**config.mk**
```make
export PLATFORM = sky130hd
export DESIGN_NAME = ook_pulse_width_frame_decoder_core
export DESIGN_NICKNAME = d
export VERILOG_FILES = /design/src/sv/okd_pkg.sv /design/src/sv/ook_pulse_width_frame_decoder_core.sv /design/src/sv/okd_front.sv /design/src/sv/okd_queue.sv /design/src/sv/okd_back.sv
export VERILOG_INCLUDE_DIRS = /design/src /design/src/sv
export SDC_FILE = /design/constraint.sdc
export NUM_CORES = 1
export LEC_CHECK = 0
export BUFFER_PORTS_ARGS = -buffer_cell sky130_fd_sc_hd__buf_2
export CORE_MARGIN = 3
export CORE_UTILIZATION = 52
export CTS_CLUSTER_SIZE = 30
export DETAILED_ROUTE_END_ITERATION = 10
export GPL_TIMING_DRIVEN = 0
export HOLD_SLACK_MARGIN = 0.06
export PLACE_DENSITY = 0.8
export SKIP_CTS_REPAIR_TIMING = 1
export SYNTH_ARGS = -nofsm -noshare
export SYNTH_HDL_FRONTEND = slang
export SYNTH_SLANG_ARGS = --single-unit
```
**constraint.sdc**
```tcl
create_clock -name aclk -period 7.8 [get_ports aclk]
set_input_delay 0 -clock aclk [delete_from_list [all_inputs] [get_ports aclk]]
set_output_delay 0 -clock aclk [all_outputs]
set_load 0.03 [all_outputs]
```
**src/sv/ook_pulse_width_frame_decoder_core_assert.svh**
```systemverilog
// Assertion macros for the frame decoder modules; okd_queue uses them.
`ifndef OOK_PULSE_WIDTH_FRAME_DECODER_CORE_ASSERT_SVH
`define OOK_PULSE_WIDTH_FRAME_DECODER_CORE_ASSERT_SVH

// The expression must hold at every clock edge outside reset.
`define OKD_ASSERT_ALWAYS(label, clk, rstn, expr) \
    label: assert property (@(posedge clk) disable iff (!(rstn)) (expr)) \
        else $error("okd assertion failed: expression does not hold");

// When the antecedent holds, the consequent holds in the same cycle.
`define OKD_ASSERT_IMPL(label, clk, rstn, ante, cons) \
    label: assert property (@(posedge clk) disable iff (!(rstn)) (ante) |-> (cons)) \
        else $error("okd assertion failed: same-cycle implication");

// When the antecedent holds, the consequent holds in the next cycle.
`define OKD_ASSERT_NEXT(label, clk, rstn, ante, cons) \
    label: assert property (@(posedge clk) disable iff (!(rstn)) (ante) |=> (cons)) \
        else $error("okd assertion failed: next-cycle implication");

`endif

```
**src/sv/okd_pkg.sv**
```systemverilog
// Types, constants and register codes of the OOK frame decoder.
`default_nettype none
package okd_pkg;

    localparam int FRAME_WIDTHS_DEF = 48;
    localparam int TICK_BITS        = 16;
    localparam int TICK_W           = 16;
    localparam int ADDR_W           = 20;
    localparam int KEY_W            = 4;
    localparam int SHIFT_W          = ADDR_W + KEY_W;
    localparam int QUEUE_DEPTH      = 2;
    localparam int CFG_INDEX_W      = 2;
    localparam int CFG_DATA_W       = 16;
    localparam int S_TDATA_W        = 24;
    localparam int M_TDATA_W        = 48;
    localparam int M_USED_W         = ADDR_W + KEY_W + TICK_W + 1;

    localparam logic [TICK_W-1:0] TICK_MASK = (TICK_BITS >= TICK_W) ? {TICK_W{1'b1}} :
        TICK_W'((64'd1 << TICK_BITS) - 64'd1);

    typedef enum logic [CFG_INDEX_W-1:0] {
        REG_NOISE_LIMIT = 2'd0,
        REG_SYNC_MIN    = 2'd1,
        REG_SYNC_MAX    = 2'd2
    } cfg_reg_t;

    typedef struct packed {
        logic [TICK_W-1:0] noise_limit;
        logic [TICK_W-1:0] sync_min;
        logic [TICK_W-1:0] sync_max;
    } cfg_t;

    typedef enum logic [1:0] {
        OP_SYNC   = 2'd0,
        OP_FIRST  = 2'd1,
        OP_SECOND = 2'd2
    } op_t;

    typedef enum logic {
        FRAME_HUNT = 1'b0,
        FRAME_DATA = 1'b1
    } frame_state_t;

    typedef struct packed {
        op_t               op;
        logic              last;
        logic [TICK_W-1:0] ticks;
    } work_t;

    typedef struct packed {
        logic              frame_status;
        logic [TICK_W-1:0] sync_ticks;
        logic [KEY_W-1:0]  key_code;
        logic [ADDR_W-1:0] address_code;
    } result_t;

endpackage
`default_nettype wire

```
**src/sv/ook_pulse_width_frame_decoder_core.sv**
```systemverilog
// Top level of the OOK pulse-width frame decoder with its configuration registers.
// Takes one radio-pin edge per word (level and ticks since the previous edge) and
// emits one word per decoded frame: the 20-bit address, 4-bit key, sync width and
// a noise flag. An edge is accepted every cycle; an accepted input word passes
// through the two-entry work queue and then the output register before a valid
// output word appears (the front filter is combinational), and the rate is set by the
// combinational pair compare in the bit decoder. Input accept pauses only when the
// queue fills behind a stalled output. Registers are to be written by the user
// through cfg_wr_en/cfg_index/cfg_wr_data only while the block is idle (not enforced):
// 0 noise_limit (reset 6), 1 sync_min (reset 400), 2 sync_max (reset 1200).
`default_nettype none
module ook_pulse_width_frame_decoder_core #(
    parameter int FRAME_WIDTHS = okd_pkg::FRAME_WIDTHS_DEF
) (
    input  wire logic                              aclk,
    input  wire logic                              aresetn,
    input  wire logic                              s_tvalid,
    output logic                                   s_tready,
    // [0] pin_level, [16:1] interval_ticks, [23:17] zero
    input  wire logic [okd_pkg::S_TDATA_W-1:0]     s_tdata,
    output logic                                   m_tvalid,
    input  wire logic                              m_tready,
    // [19:0] address_code, [23:20] key_code, [39:24] sync_ticks, [40] frame_status,
    // [47:41] zero
    output logic [okd_pkg::M_TDATA_W-1:0]          m_tdata,
    input  wire logic                              cfg_wr_en,
    input  wire logic [okd_pkg::CFG_INDEX_W-1:0]   cfg_index,
    input  wire logic [okd_pkg::CFG_DATA_W-1:0]    cfg_wr_data
);

    okd_pkg::cfg_t    cfg_reg;
    okd_pkg::work_t   front_entry, queue_entry;
    okd_pkg::result_t result;
    logic             front_push, queue_ready, queue_valid, queue_pop;

    always_ff @(posedge aclk) begin
        if (!aresetn) begin
            cfg_reg.noise_limit <= okd_pkg::TICK_W'(6);
            cfg_reg.sync_min    <= okd_pkg::TICK_W'(400);
            cfg_reg.sync_max    <= okd_pkg::TICK_W'(1200);
        end else if (cfg_wr_en) begin
            unique case (okd_pkg::cfg_reg_t'(cfg_index))
                okd_pkg::REG_NOISE_LIMIT: cfg_reg.noise_limit <= cfg_wr_data;
                okd_pkg::REG_SYNC_MIN:    cfg_reg.sync_min    <= cfg_wr_data;
                okd_pkg::REG_SYNC_MAX:    cfg_reg.sync_max    <= cfg_wr_data;
                default:                  cfg_reg             <= cfg_reg;
            endcase
        end
    end

    okd_front #(
        .FRAME_WIDTHS(FRAME_WIDTHS)
    ) u_front (
        .aclk           (aclk),
        .aresetn        (aresetn),
        .s_valid        (s_tvalid),
        .s_ready        (s_tready),
        .pin_level      (s_tdata[0]),
        .interval_ticks (s_tdata[okd_pkg::TICK_W:1]),
        .cfg            (cfg_reg),
        .q_ready        (queue_ready),
        .q_push         (front_push),
        .q_entry        (front_entry)
    );

    okd_queue u_queue (
        .aclk    (aclk),
        .aresetn (aresetn),
        .push    (front_push),
        .din     (front_entry),
        .ready   (queue_ready),
        .valid   (queue_valid),
        .dout    (queue_entry),
        .pop     (queue_pop)
    );

    okd_back u_back (
        .aclk        (aclk),
        .aresetn     (aresetn),
        .q_valid     (queue_valid),
        .q_entry     (queue_entry),
        .q_pop       (queue_pop),
        .noise_limit (cfg_reg.noise_limit),
        .m_valid     (m_tvalid),
        .m_ready     (m_tready),
        .m_result    (result)
    );

    assign m_tdata = {{(okd_pkg::M_TDATA_W - okd_pkg::M_USED_W){1'b0}}, result};

endmodule
`default_nettype wire

```
**src/sv/okd_front.sv**
```systemverilog
// Front end: filters edges, hunts for sync and tags each frame width.
`default_nettype none
module okd_front #(
    parameter int FRAME_WIDTHS = okd_pkg::FRAME_WIDTHS_DEF
) (
    input  wire logic                          aclk,
    input  wire logic                          aresetn,
    input  wire logic                          s_valid,
    output logic                               s_ready,
    input  wire logic                          pin_level,
    input  wire logic [okd_pkg::TICK_W-1:0]    interval_ticks,
    input  wire okd_pkg::cfg_t                 cfg,
    input  wire logic                          q_ready,
    output logic                               q_push,
    output okd_pkg::work_t                     q_entry
);

    localparam int CW = (FRAME_WIDTHS > 2) ? $clog2(FRAME_WIDTHS) : 1;
    localparam logic [CW-1:0] LAST_IDX = CW'(FRAME_WIDTHS - 1);

    okd_pkg::frame_state_t state_reg, state_next;
    logic [CW-1:0]         count_reg, count_next;
    logic                  prev_level_reg;

    logic                        accept;
    logic [okd_pkg::TICK_W-1:0]  ticks_m;
    logic                        reject;
    logic                        is_sync;
    logic                        at_last;

    assign s_ready = q_ready;
    assign accept  = s_valid & q_ready;
    assign ticks_m = interval_ticks & okd_pkg::TICK_MASK;
    assign reject  = (ticks_m < cfg.noise_limit) || (pin_level == prev_level_reg) ||
                     (ticks_m > cfg.sync_max);
    assign is_sync = pin_level && (ticks_m > cfg.sync_min) && (ticks_m < cfg.sync_max);
    assign at_last = (count_reg == LAST_IDX);

    always_comb begin
        state_next = state_reg;
        count_next = count_reg;
        if (accept) begin
            if (reject) begin
                state_next = okd_pkg::FRAME_HUNT;
            end else begin
                unique case (state_reg)
                    okd_pkg::FRAME_HUNT: begin
                        if (is_sync) begin
                            state_next = okd_pkg::FRAME_DATA;
                            count_next = '0;
                        end
                    end
                    okd_pkg::FRAME_DATA: begin
                        if (at_last) begin
                            state_next = okd_pkg::FRAME_HUNT;
                            count_next = '0;
                        end else begin
                            count_next = count_reg + 1'b1;
                        end
                    end
                    default: state_next = okd_pkg::FRAME_HUNT;
                endcase
            end
        end
    end

    always_comb begin
        q_push        = 1'b0;
        q_entry.op    = okd_pkg::OP_SYNC;
        q_entry.last  = 1'b0;
        q_entry.ticks = ticks_m;
        if (accept && !reject) begin
            unique case (state_reg)
                okd_pkg::FRAME_HUNT: begin
                    q_push = is_sync;
                end
                okd_pkg::FRAME_DATA: begin
                    q_push       = 1'b1;
                    q_entry.op   = count_reg[0] ? okd_pkg::OP_SECOND : okd_pkg::OP_FIRST;
                    q_entry.last = at_last;
                end
                default: q_push = 1'b0;
            endcase
        end
    end

    always_ff @(posedge aclk) begin
        if (!aresetn) begin
            state_reg      <= okd_pkg::FRAME_HUNT;
            count_reg      <= '0;
            prev_level_reg <= 1'b0;
        end else begin
            state_reg <= state_next;
            count_reg <= count_next;
            if (accept) begin
                prev_level_reg <= pin_level;
            end
        end
    end

endmodule
`default_nettype wire

```
**src/sv/okd_queue.sv**
```systemverilog
// Short work queue between the front end and the bit decoder.
`default_nettype none
`include "ook_pulse_width_frame_decoder_core_assert.svh"
module okd_queue (
    input  wire logic            aclk,
    input  wire logic            aresetn,
    input  wire logic            push,
    input  wire okd_pkg::work_t  din,
    output logic                 ready,
    output logic                 valid,
    output okd_pkg::work_t       dout,
    input  wire logic            pop
);

    localparam int DEPTH = okd_pkg::QUEUE_DEPTH;
    localparam int PW    = (DEPTH > 2) ? $clog2(DEPTH) : 1;
    localparam int CNTW  = $clog2(DEPTH + 1);
    localparam logic [PW-1:0]   PTR_LAST = PW'(DEPTH - 1);
    localparam logic [CNTW-1:0] CNT_FULL = CNTW'(DEPTH);

    okd_pkg::work_t mem [DEPTH];
    logic [PW-1:0]   wr_ptr_reg, rd_ptr_reg;
    logic [CNTW-1:0] count_reg;
    logic            do_push, do_pop;

    assign ready   = (count_reg != CNT_FULL);
    assign valid   = (count_reg != '0);
    assign dout    = mem[rd_ptr_reg];
    assign do_push = push & ready;
    assign do_pop  = pop & valid;

    always_ff @(posedge aclk) begin
        if (do_push) begin
            mem[wr_ptr_reg] <= din;
        end
    end

    always_ff @(posedge aclk) begin
        if (!aresetn) begin
            wr_ptr_reg <= '0;
            rd_ptr_reg <= '0;
            count_reg  <= '0;
        end else begin
            if (do_push) begin
                wr_ptr_reg <= (wr_ptr_reg == PTR_LAST) ? '0 : wr_ptr_reg + 1'b1;
            end
            if (do_pop) begin
                rd_ptr_reg <= (rd_ptr_reg == PTR_LAST) ? '0 : rd_ptr_reg + 1'b1;
            end
            if (do_push && !do_pop) begin
                count_reg <= count_reg + 1'b1;
            end else if (do_pop && !do_push) begin
                count_reg <= count_reg - 1'b1;
            end
        end
    end

    `OKD_ASSERT_ALWAYS(a_count_bound, aclk, aresetn, count_reg <= CNT_FULL)
    `OKD_ASSERT_IMPL(a_no_push_when_full, aclk, aresetn, push, count_reg != CNT_FULL)
    `OKD_ASSERT_NEXT(a_push_grows, aclk, aresetn, do_push && !do_pop,
                     count_reg == $past(count_reg) + 1'b1)

endmodule
`default_nettype wire

```
**src/sv/okd_back.sv**
```systemverilog
// Back end: compares width pairs, shifts in bits and holds the finished frame.
`default_nettype none
module okd_back (
    input  wire logic                        aclk,
    input  wire logic                        aresetn,
    input  wire logic                        q_valid,
    input  wire okd_pkg::work_t              q_entry,
    output logic                             q_pop,
    input  wire logic [okd_pkg::TICK_W-1:0]  noise_limit,
    output logic                             m_valid,
    input  wire logic                        m_ready,
    output okd_pkg::result_t                 m_result
);

    logic [okd_pkg::TICK_W-1:0]  first_width_reg;
    logic [okd_pkg::SHIFT_W-1:0] shift_reg, shift_next;
    logic                        noisy_reg, noisy_next;
    logic [okd_pkg::TICK_W-1:0]  sync_reg;
    logic                        m_valid_reg;
    okd_pkg::result_t            m_result_reg;

    logic                        out_free;
    logic                        first_longer;
    logic [okd_pkg::TICK_W-1:0]  gap;
    logic                        pair_noisy;
    logic                        bit_val;
    logic                        emit;

    assign out_free = !m_valid_reg || m_ready;
    // A word that finishes a frame waits until the output register is free.
    assign q_pop    = q_valid && (!q_entry.last || out_free);
    assign emit     = q_pop && q_entry.last;

    assign first_longer = (first_width_reg > q_entry.ticks);
    assign gap          = first_longer ? (first_width_reg - q_entry.ticks)
                                       : (q_entry.ticks - first_width_reg);
    assign pair_noisy   = (gap < noise_limit);
    assign bit_val      = first_longer && !pair_noisy;

    always_comb begin
        shift_next = shift_reg;
        noisy_next = noisy_reg;
        unique case (q_entry.op)
            okd_pkg::OP_SYNC: begin
                shift_next = '0;
                noisy_next = 1'b0;
            end
            okd_pkg::OP_SECOND: begin
                shift_next = {shift_reg[okd_pkg::SHIFT_W-2:0], bit_val};
                noisy_next = noisy_reg | pair_noisy;
            end
            default: begin
                shift_next = shift_reg;
                noisy_next = noisy_reg;
            end
        endcase
    end

    always_ff @(posedge aclk) begin
        if (q_pop) begin
            shift_reg <= shift_next;
            noisy_reg <= noisy_next;
            if (q_entry.op == okd_pkg::OP_SYNC) begin
                sync_reg <= q_entry.ticks;
            end
            if (q_entry.op == okd_pkg::OP_FIRST) begin
                first_width_reg <= q_entry.ticks;
            end
        end
        if (emit) begin
            m_result_reg.address_code <= shift_next[okd_pkg::SHIFT_W-1:okd_pkg::KEY_W];
            m_result_reg.key_code     <= shift_next[okd_pkg::KEY_W-1:0];
            m_result_reg.sync_ticks   <= sync_reg;
            m_result_reg.frame_status <= noisy_next;
        end
    end

    always_ff @(posedge aclk) begin
        if (!aresetn) begin
            m_valid_reg <= 1'b0;
        end else if (emit) begin
            m_valid_reg <= 1'b1;
        end else if (m_ready) begin
            m_valid_reg <= 1'b0;
        end
    end

    assign m_valid  = m_valid_reg;
    assign m_result = m_result_reg;

endmodule
`default_nettype wire
```
==> key figures, run 1 <==
Outcome
  • Run status: complete, no violations

Setup path
  • Crit path required time: ~8000 ps
  • Critical Path AT: just over 6000 ps
  • Crit Path Class: reg -> reg
  • CP Depth: 22
  • Worst Path Max Fanout: 10
  • CP top delay family: compound AO/OA/AOI/OAI gates
  • Worst path max stage delay: 650 ps
  • CP endpoint kind: flip-flop
  • Crit path buffers/inverters: 6
  • Worst path cell trace: clkbuf_1 > clkbuf_1 > mux2i_1 > inv_1 > ha_1 > inv_1 > fa_1 > a211oi_4 > o211ai_2 > and3_4 > o21a_1 > buf_6 > buf_2 > a21oi_1 > xor2_1 > ha_1 > a21o_1 > a21o_1 > a211oi_1 > o21ai_0 > a221o_1 > a32o_1
  • FF-to-FF path depth: 22
  • Crit-path slowest cell: clkbuf_1
  • CP Launch Type: flip-flop

Clock network
  • Root Buffer: clkbuf_16
  • Worst-path clk slew: around 80 ps
  • Clock tree sinks: approximately 200
  • CTS H-Tree Depth: 4
  • CTS buffer count: 17
  • CTS tree: yes
  • Clk_lat worst skew: 440 ps
  • Maximum clock path buffer count: 2

Global route
  • GRT Max-Usage Layer: met2
  • Pin count of the biggest net entering global routing: 30
  • First-pass GRT wire length: 34.40 mm
  • GRT overflow: 0
  • GR Layer Usage met1: a little over a quarter
  • Vias in the first global route: just under 7000
  • Initial antenna violation count: 1
  • M3 GR Usage: about 4%
  • Met2 Track Usage GR: 32.26%
  • Tot GR Track Use: 19.97%

Synthesis
  • EDFF count, synth: between 100 and 150
  • Synth Warn #: 0
  • Synth top area cells: edfxtp_1 (40%), dfxtp_1 (12%), ha_1 (12%)
  • Synth cell types: 70
  • Syn Inst Count: between 900 and 1000
  • Mapped cell area: 10170 sq um
  • Prevailing post-synth register cell: edfxtp_1
  • Synthesis-stage register bit count: a little under 200
  • Async set-reset flop share out of synthesis: 0%
  • Sequential area share after synthesis: between 50% and 60%
  • Synthesized area per cell: 10.93 sq um
  • Synth top area share: ~40%
  • Synth area leader: edfxtp_1

STA
  • Clk_skew: 11.56 ps
  • Fin crit share: 75.91%
  • Setup WS post-layout: between 1500 and 2000 ps
  • RSZ-0062 raised after global routing: no
  • Slew Limit Fails: 0
  • Setup violations, final: 0
  • Setup TNS: 0 ps
  • Slew HR: between 30% and 40%
  • Final min period: ~6000 ps
  • Worst-Margin Slew: about 1000 ps
  • Hold Vio Cnt, Final: 0
  • Fmax: between 150 and 200 MHz

Die
  • # IOs: slightly below 100
  • Initial core utilization: approximately 54%
  • Die X: roughly 150 um
  • Placeable core area: 18960 sq um
  • Die area: between 20000 and 25000 sq um
  • Die Y: 145.8 um
  • # rows: 50

Worst hold path
  • Hold crit path type: in -> reg
  • Hold Path Depth: 4

Routing
  • Via count: roughly 7400
  • Final wirelength: about 22 mm
  • Initial DRC count: roughly 530
  • ANT nets after route: 0
  • # DRC: 0
  • 1st-pass router iterations: 5
  • Routed len/inst: ~16 um
  • Drt via density: around 5.5

Pwr
  • Switching Power: around 1.4 mW
  • Pwr Total: around 3.7 mW
  • Gate power share: a little over a third
  • Worst VDD drop: 0.0001758 V
  • Switch share: roughly 37%
  • Pwr dens: roughly 310 nW/um^2
  • Leak: roughly 4.8 nW
  • Total internal power: approximately 2.3 mW
  • Clock share of power: 24.0%
  • Part of the power in registers: 40.2%

Placement
  • Pre-CTS setup slack: 1903 ps
  • DP HPWL: roughly 16 mm
  • Port Buffers: 82
  • RD Place Congestion: about 0.9
  • Dpl cell area: roughly 11000 sq um

Final layout
  • Post-Layout Inst Area: ~12000 sq um
  • NumNets Final: 1222
  • Layout cell share with drive strength beyond 1: 13.66%
  • Final core utilization: 63.16%
  • Max FFs per register: 48
  • Area growth, synth to finish: 17.76%

Run
  • Max cap viols: 0
power by group through the flow:
| stage | Combinational, mW | Clock [mW] | Sequential (mW) |
|---|---|---|---|
| 2_1_floorplan | 0.773 | 0 | 1.68 |
| 3_3_place_gp | 1.24 | 0 | 1.51 |
| 3_5_place_dp | 1.29 | 0 | 1.51 |
| 4_1_cts | 1.30 | 0.904 | 1.49 |
| 5_1_grt | 1.45 | 0.953 | 1.51 |
| 6_report | 1.32 | 0.889 | 1.49 |
tightest hold or removal path: cells and delay by family:
kind	cells	cell delay [ps]
buffers and inverters	1	130
and+or+nand+nor	2	250
AOI/OAI and AO/OA	1	50
cell usage in the layout, fill, tap and decap left out, drive strengths merged, types with 8 or more instances in the layout:
cell type	count
nand2	125
a22o	23
edfxtp	136
nor3	8
nor2	32
nand4	13
dfxtp	62
o211ai	15
buf	102
inv	100
ha	95
mux2i	29
xor2	9
a21o	21
clkbuf	37
a211oi	11
dlygate4sd3	40
a21oi	81
o21ai	30
cells in the mapped netlist, types with 8 or more instances:
cell,count
mux2i_1,29
dfxtp_1,62
nand4_1,13
inv_1,91
a211oi_1,9
edfxtp_1,136
nor2_1,32
ha_1,95
xor2_1,9
clkbuf_1,20
buf_4,8
a21o_1,21
o21ai_0,25
o211ai_1,14
a21oi_1,80
nand2_1,125
a22o_1,23
cell type report:
class,instances,area [sq um]
diodes,1,2.502
plain buffers,39,198.9
inverters,91,341.6
multi-input cells,608,4335
fillers,1487,6984
clock buffers,17,425.4
clock inverters,15,186.4
flip-flops and latches,198,5325
well taps,260,325.3
repair buffers,123,830.8
routing by layer:
metal | part of all wire [%] | wire (um)
met4 | 2.1 | 460
met5 | 0 | 0
met1 | 45 | 9701
met2 | 48 | 10370
met3 | 5.1 | 1098
kinds of logic (layout without fill, tap and decap cells):
logic type / count (synthesis) / after routing / synth area share [%]
AO/OA/AOI/OAI: 226 / 226 / 15.03
XOR/XNOR: 16 / 16 / 1.379
adder cells (fa/ha/maj): 97 / 97 / 12.09
buffers and inverters: 130 / 285 / 5.317
flip-flops: 198 / 198 / 52.38
multiplexers: 33 / 33 / 3.335
other: 1 / 8 / 0.03689
AND/OR/NAND/NOR: 229 / 229 / 10.44
final timing paths:
check | from | end | slack, ps
worst max-delay path | flip-flop | u_back.m_result[20] | 1880
worst min-delay path | cfg_index[1] | cfg_reg[32] | 40
worst max register to register | flip-flop | u_back.m_result[20] | 1880
worst min register to register | u_back.sync_reg[4] | u_back.m_result[28] | 410
metrics by stage:
stage,hold WS [ps],cells
global route,71.33,1352
detailed placement,234.8,1279
global placement,235.2,1278
finish,38.22,1352
CTS,-225.2,1311
floorplan,98.87,936
No activity file was read; power rests on OpenSTA's default activity.
==> run 2: changes to the inputs <==
--- a/config.mk
+++ b/config.mk
@@ -13,7 +13,7 @@
 export DETAILED_ROUTE_END_ITERATION = 10
 export GPL_TIMING_DRIVEN = 0
 export HOLD_SLACK_MARGIN = 0.06
-export PLACE_DENSITY = 0.8
+export PLACE_DENSITY = 0.83
 export SKIP_CTS_REPAIR_TIMING = 1
 export SYNTH_ARGS = -nofsm -noshare
 export SYNTH_HDL_FRONTEND = slang
==> constraint.sdc (replaced) <==
create_clock -name aclk -period 5.42 [get_ports aclk]
set_input_delay 0 -clock aclk [delete_from_list [all_inputs] [get_ports aclk]]
set_output_delay 0 -clock aclk [all_outputs]
set_load 0.03 [all_outputs]
==> key figures, run 2 (synthesis gave the netlist of run 1 again) <==
Global route
  • GRT overflow: 0 (unchanged)
  • Initial antenna violation count: 0 (-1)
  • Vias in the first global route: 6879 (-0.52%)
  • First-pass GRT wire length: 34.50 mm (+0.30%)
  • Tot GR Track Use: 19.88% (-0.091 points)
  • Pin count of the biggest net entering global routing: 29 (-3.3%)

Final layout
  • Area growth, synth to finish: 17.53%
  • Diodes inserted: 0 (-1)
  • NumNets Final: 1222 (unchanged)
  • Layout cell share with drive strength beyond 1: 13.93% (+0.27 points)
  • Filler cell count: 1456 (-2.1%)
  • Max FFs per register: 48 (unchanged)
  • Most frequent cells in the layout: edfxtp_1 (136), nand2_1 (125), ha_1 (95), inv_1 (91), buf_2 (88)
  • Final Non-Filler Cells: 1351 (-0.074%)
  • Final core utilization: 63.03% (-0.13 points)
  • Commonest non-fill, non-tap cell in the layout: edfxtp_1

Setup path
  • Worst path max stage delay: 520 ps (-130 ps)
  • Crit path required time: 5610 ps (-2380 ps)
  • Worst Path Max Fanout: 10 (unchanged)
  • Worst path cell trace: clkbuf_4 > mux2i_1 > ha_1 > buf_2 > nand4_1 > nor3_2 > and3_4 > o21a_1 > buf_6 > buf_2 > a21oi_1 > xor2_1 > ha_1 > a21o_1 > a21o_1 > a211oi_1 > o21ai_0 > a221o_1 > a32o_1
  • Crit-path slowest cell: dfxtp_2
  • CP Launch Type: flip-flop
  • Critical Path AT: 5330 ps (-780 ps)
  • Crit Path Class: reg -> reg
  • CP endpoint kind: flip-flop
  • FF-to-FF path depth: 19 (-14%)

STA
  • Fmax: 194.3 MHz (+15%)
  • RSZ-0062 raised after global routing: no
  • Slew HR: 28.71% (-3.7 points)
  • Fin crit share: 94.96% (+19 points)
  • Setup violations, final: 0 (unchanged)
  • Hold Vio Cnt, Final: 0 (unchanged)
  • Worst-Margin Slew: 1067 ps (+55.83 ps)
  • Clk_skew: 9.455 ps (-2.106 ps)
  • Final min period: 5147 ps (-774.1 ps)
  • Slew Limit Fails: 0 (unchanged)

Routing
  • Initial DRC count: 678 (+29%)
  • Routed len/inst: 16.20 um (+1.2%)
  • Via count: 7397 (-0.28%)
  • Final wirelength: 21.89 mm (+1.2%)
  • ANT nets after route: 0 (unchanged)
  • 1st-pass router iterations: 6 (+1)
  • Drt via density: 5.475 (-0.21%)
  • # DRC: 0 (unchanged)

Clock network
  • CTS H-Tree Depth: 4 (unchanged)
  • CTS tree: yes
  • CTS buffer count: 17 (unchanged)
  • Clk_lat worst skew: 430 ps (about the same)
  • Maximum clock path buffer count: 2 (unchanged)
  • Worst-path clk slew: 70 ps (about the same)
  • Root Buffer: clkbuf_16
  • Clock tree sinks: 198 (unchanged)

Placement
  • RD Place Congestion: 0.8995 (+0.42%)
  • Port Buffers: 82 (unchanged)
  • Placed Instances: 1280 (+0.078%)
  • DP HPWL: 15.92 mm (+1.3%)

Worst hold path
  • Hold crit path type: in -> reg
  • Hold Path Depth: 4 (unchanged)

Die
  • Initial core utilization: 53.63% (unchanged)
  • Placeable core area: 18960 sq um (unchanged)
  • # rows: 50 (unchanged)
  • Die Y: 145.8 um (unchanged)
  • Die area: 21260 sq um (unchanged)
  • Die X: 145.8 um (unchanged)
  • # IOs: 97 (unchanged)

Pwr
  • Leak: 4.764 nW (-0.18%)
  • Worst VDD drop: 0.0002734 V (+56%)
  • Pwr dens: 441.1 nW/um^2 (+43%)

Run
  • Max cap viols: 0 (unchanged)

Outcome
  • Run status: complete, no violations
run 2: changes by cell type in the layout (fill, tap and decap cells not counted), moves of 2 or more:
cell / change
inv_12: -2
clkinvlp_4: +2
clkbuf_1: -2
clkinv_8: -2
inv_6: +2
run 2: final cells by class:
class | instances | area (sq um) | area share [%]
flip-flops and latches | 198 | 5326 | 44.58
multi-input cells | 608 | 4340 | 36.33
repair buffers | 124 | 838.3 | 7.016
clock buffers | 17 | 425.4 | 3.561
inverters | 91 | 341.6 | 2.859
well taps | 260 | 325.3 | 2.723
plain buffers | 38 | 198.9 | 1.665
clock inverters | 15 | 151.4 | 1.267
run 2: critical path: cells and delay by family (launching register included):
family	cells	cell delay, ps
DFF	1	520
AOI/OAI and AO/OA	8	1600
and+or+nand+nor	3	780
muxes	1	360
adders and majority gates	2	490
buffers and inverters	4	970
xor gates and xnor gates	1	160
run 2: power breakdown:
part / total (mW) / internal [mW] / leakage (nW) / switching, mW
Clock: 1.22 / 0.614 / 0.277 / 0.602
Combinational: 1.90 / 0.698 / 2.72 / 1.20
Sequential: 2.16 / 2.03 / 1.76 / 0.125
Total: 5.27 / 3.34 / 4.76 / 1.93
run 2: layer usage:
layer  track usage [%]  wire (um)
met5                 0          0
met4             5.271        384
met3             3.177        985
met2             32.78      10610
met1             27.57       9902
run 2: final timing paths:
path / from / to / slack (ps)
max reg2reg: flip-flop / u_back.shift_reg[0] / 270
max: flip-flop / u_back.shift_reg[0] / 270
min: cfg_index[0] / cfg_reg[37] / 70
min reg2reg: u_back.sync_reg[12] / u_back.m_result[36] / 410
run 2: through the flow:
| step | TNS, ps | power, mW | setup slack (ps) | hold WS, ps | area, sq um |
|---|---|---|---|---|---|
| after floorplan | 0 | 3.534 | 347.1 | 98.87 | 10190 |
| after global placement | -1388 | 3.963 | -435.1 | 232.5 | 10920 |
| after detailed placement | -1648 | 4.028 | -493.4 | 243.3 | 10960 |
| after CTS | -1727 | 5.251 | -509.4 | -202.9 | 11540 |
| after global routing | 0 | 5.577 | 63.60 | 102.8 | 11950 |
| final | 0 | 5.270 | 273.1 | 71.30 | 11950 |
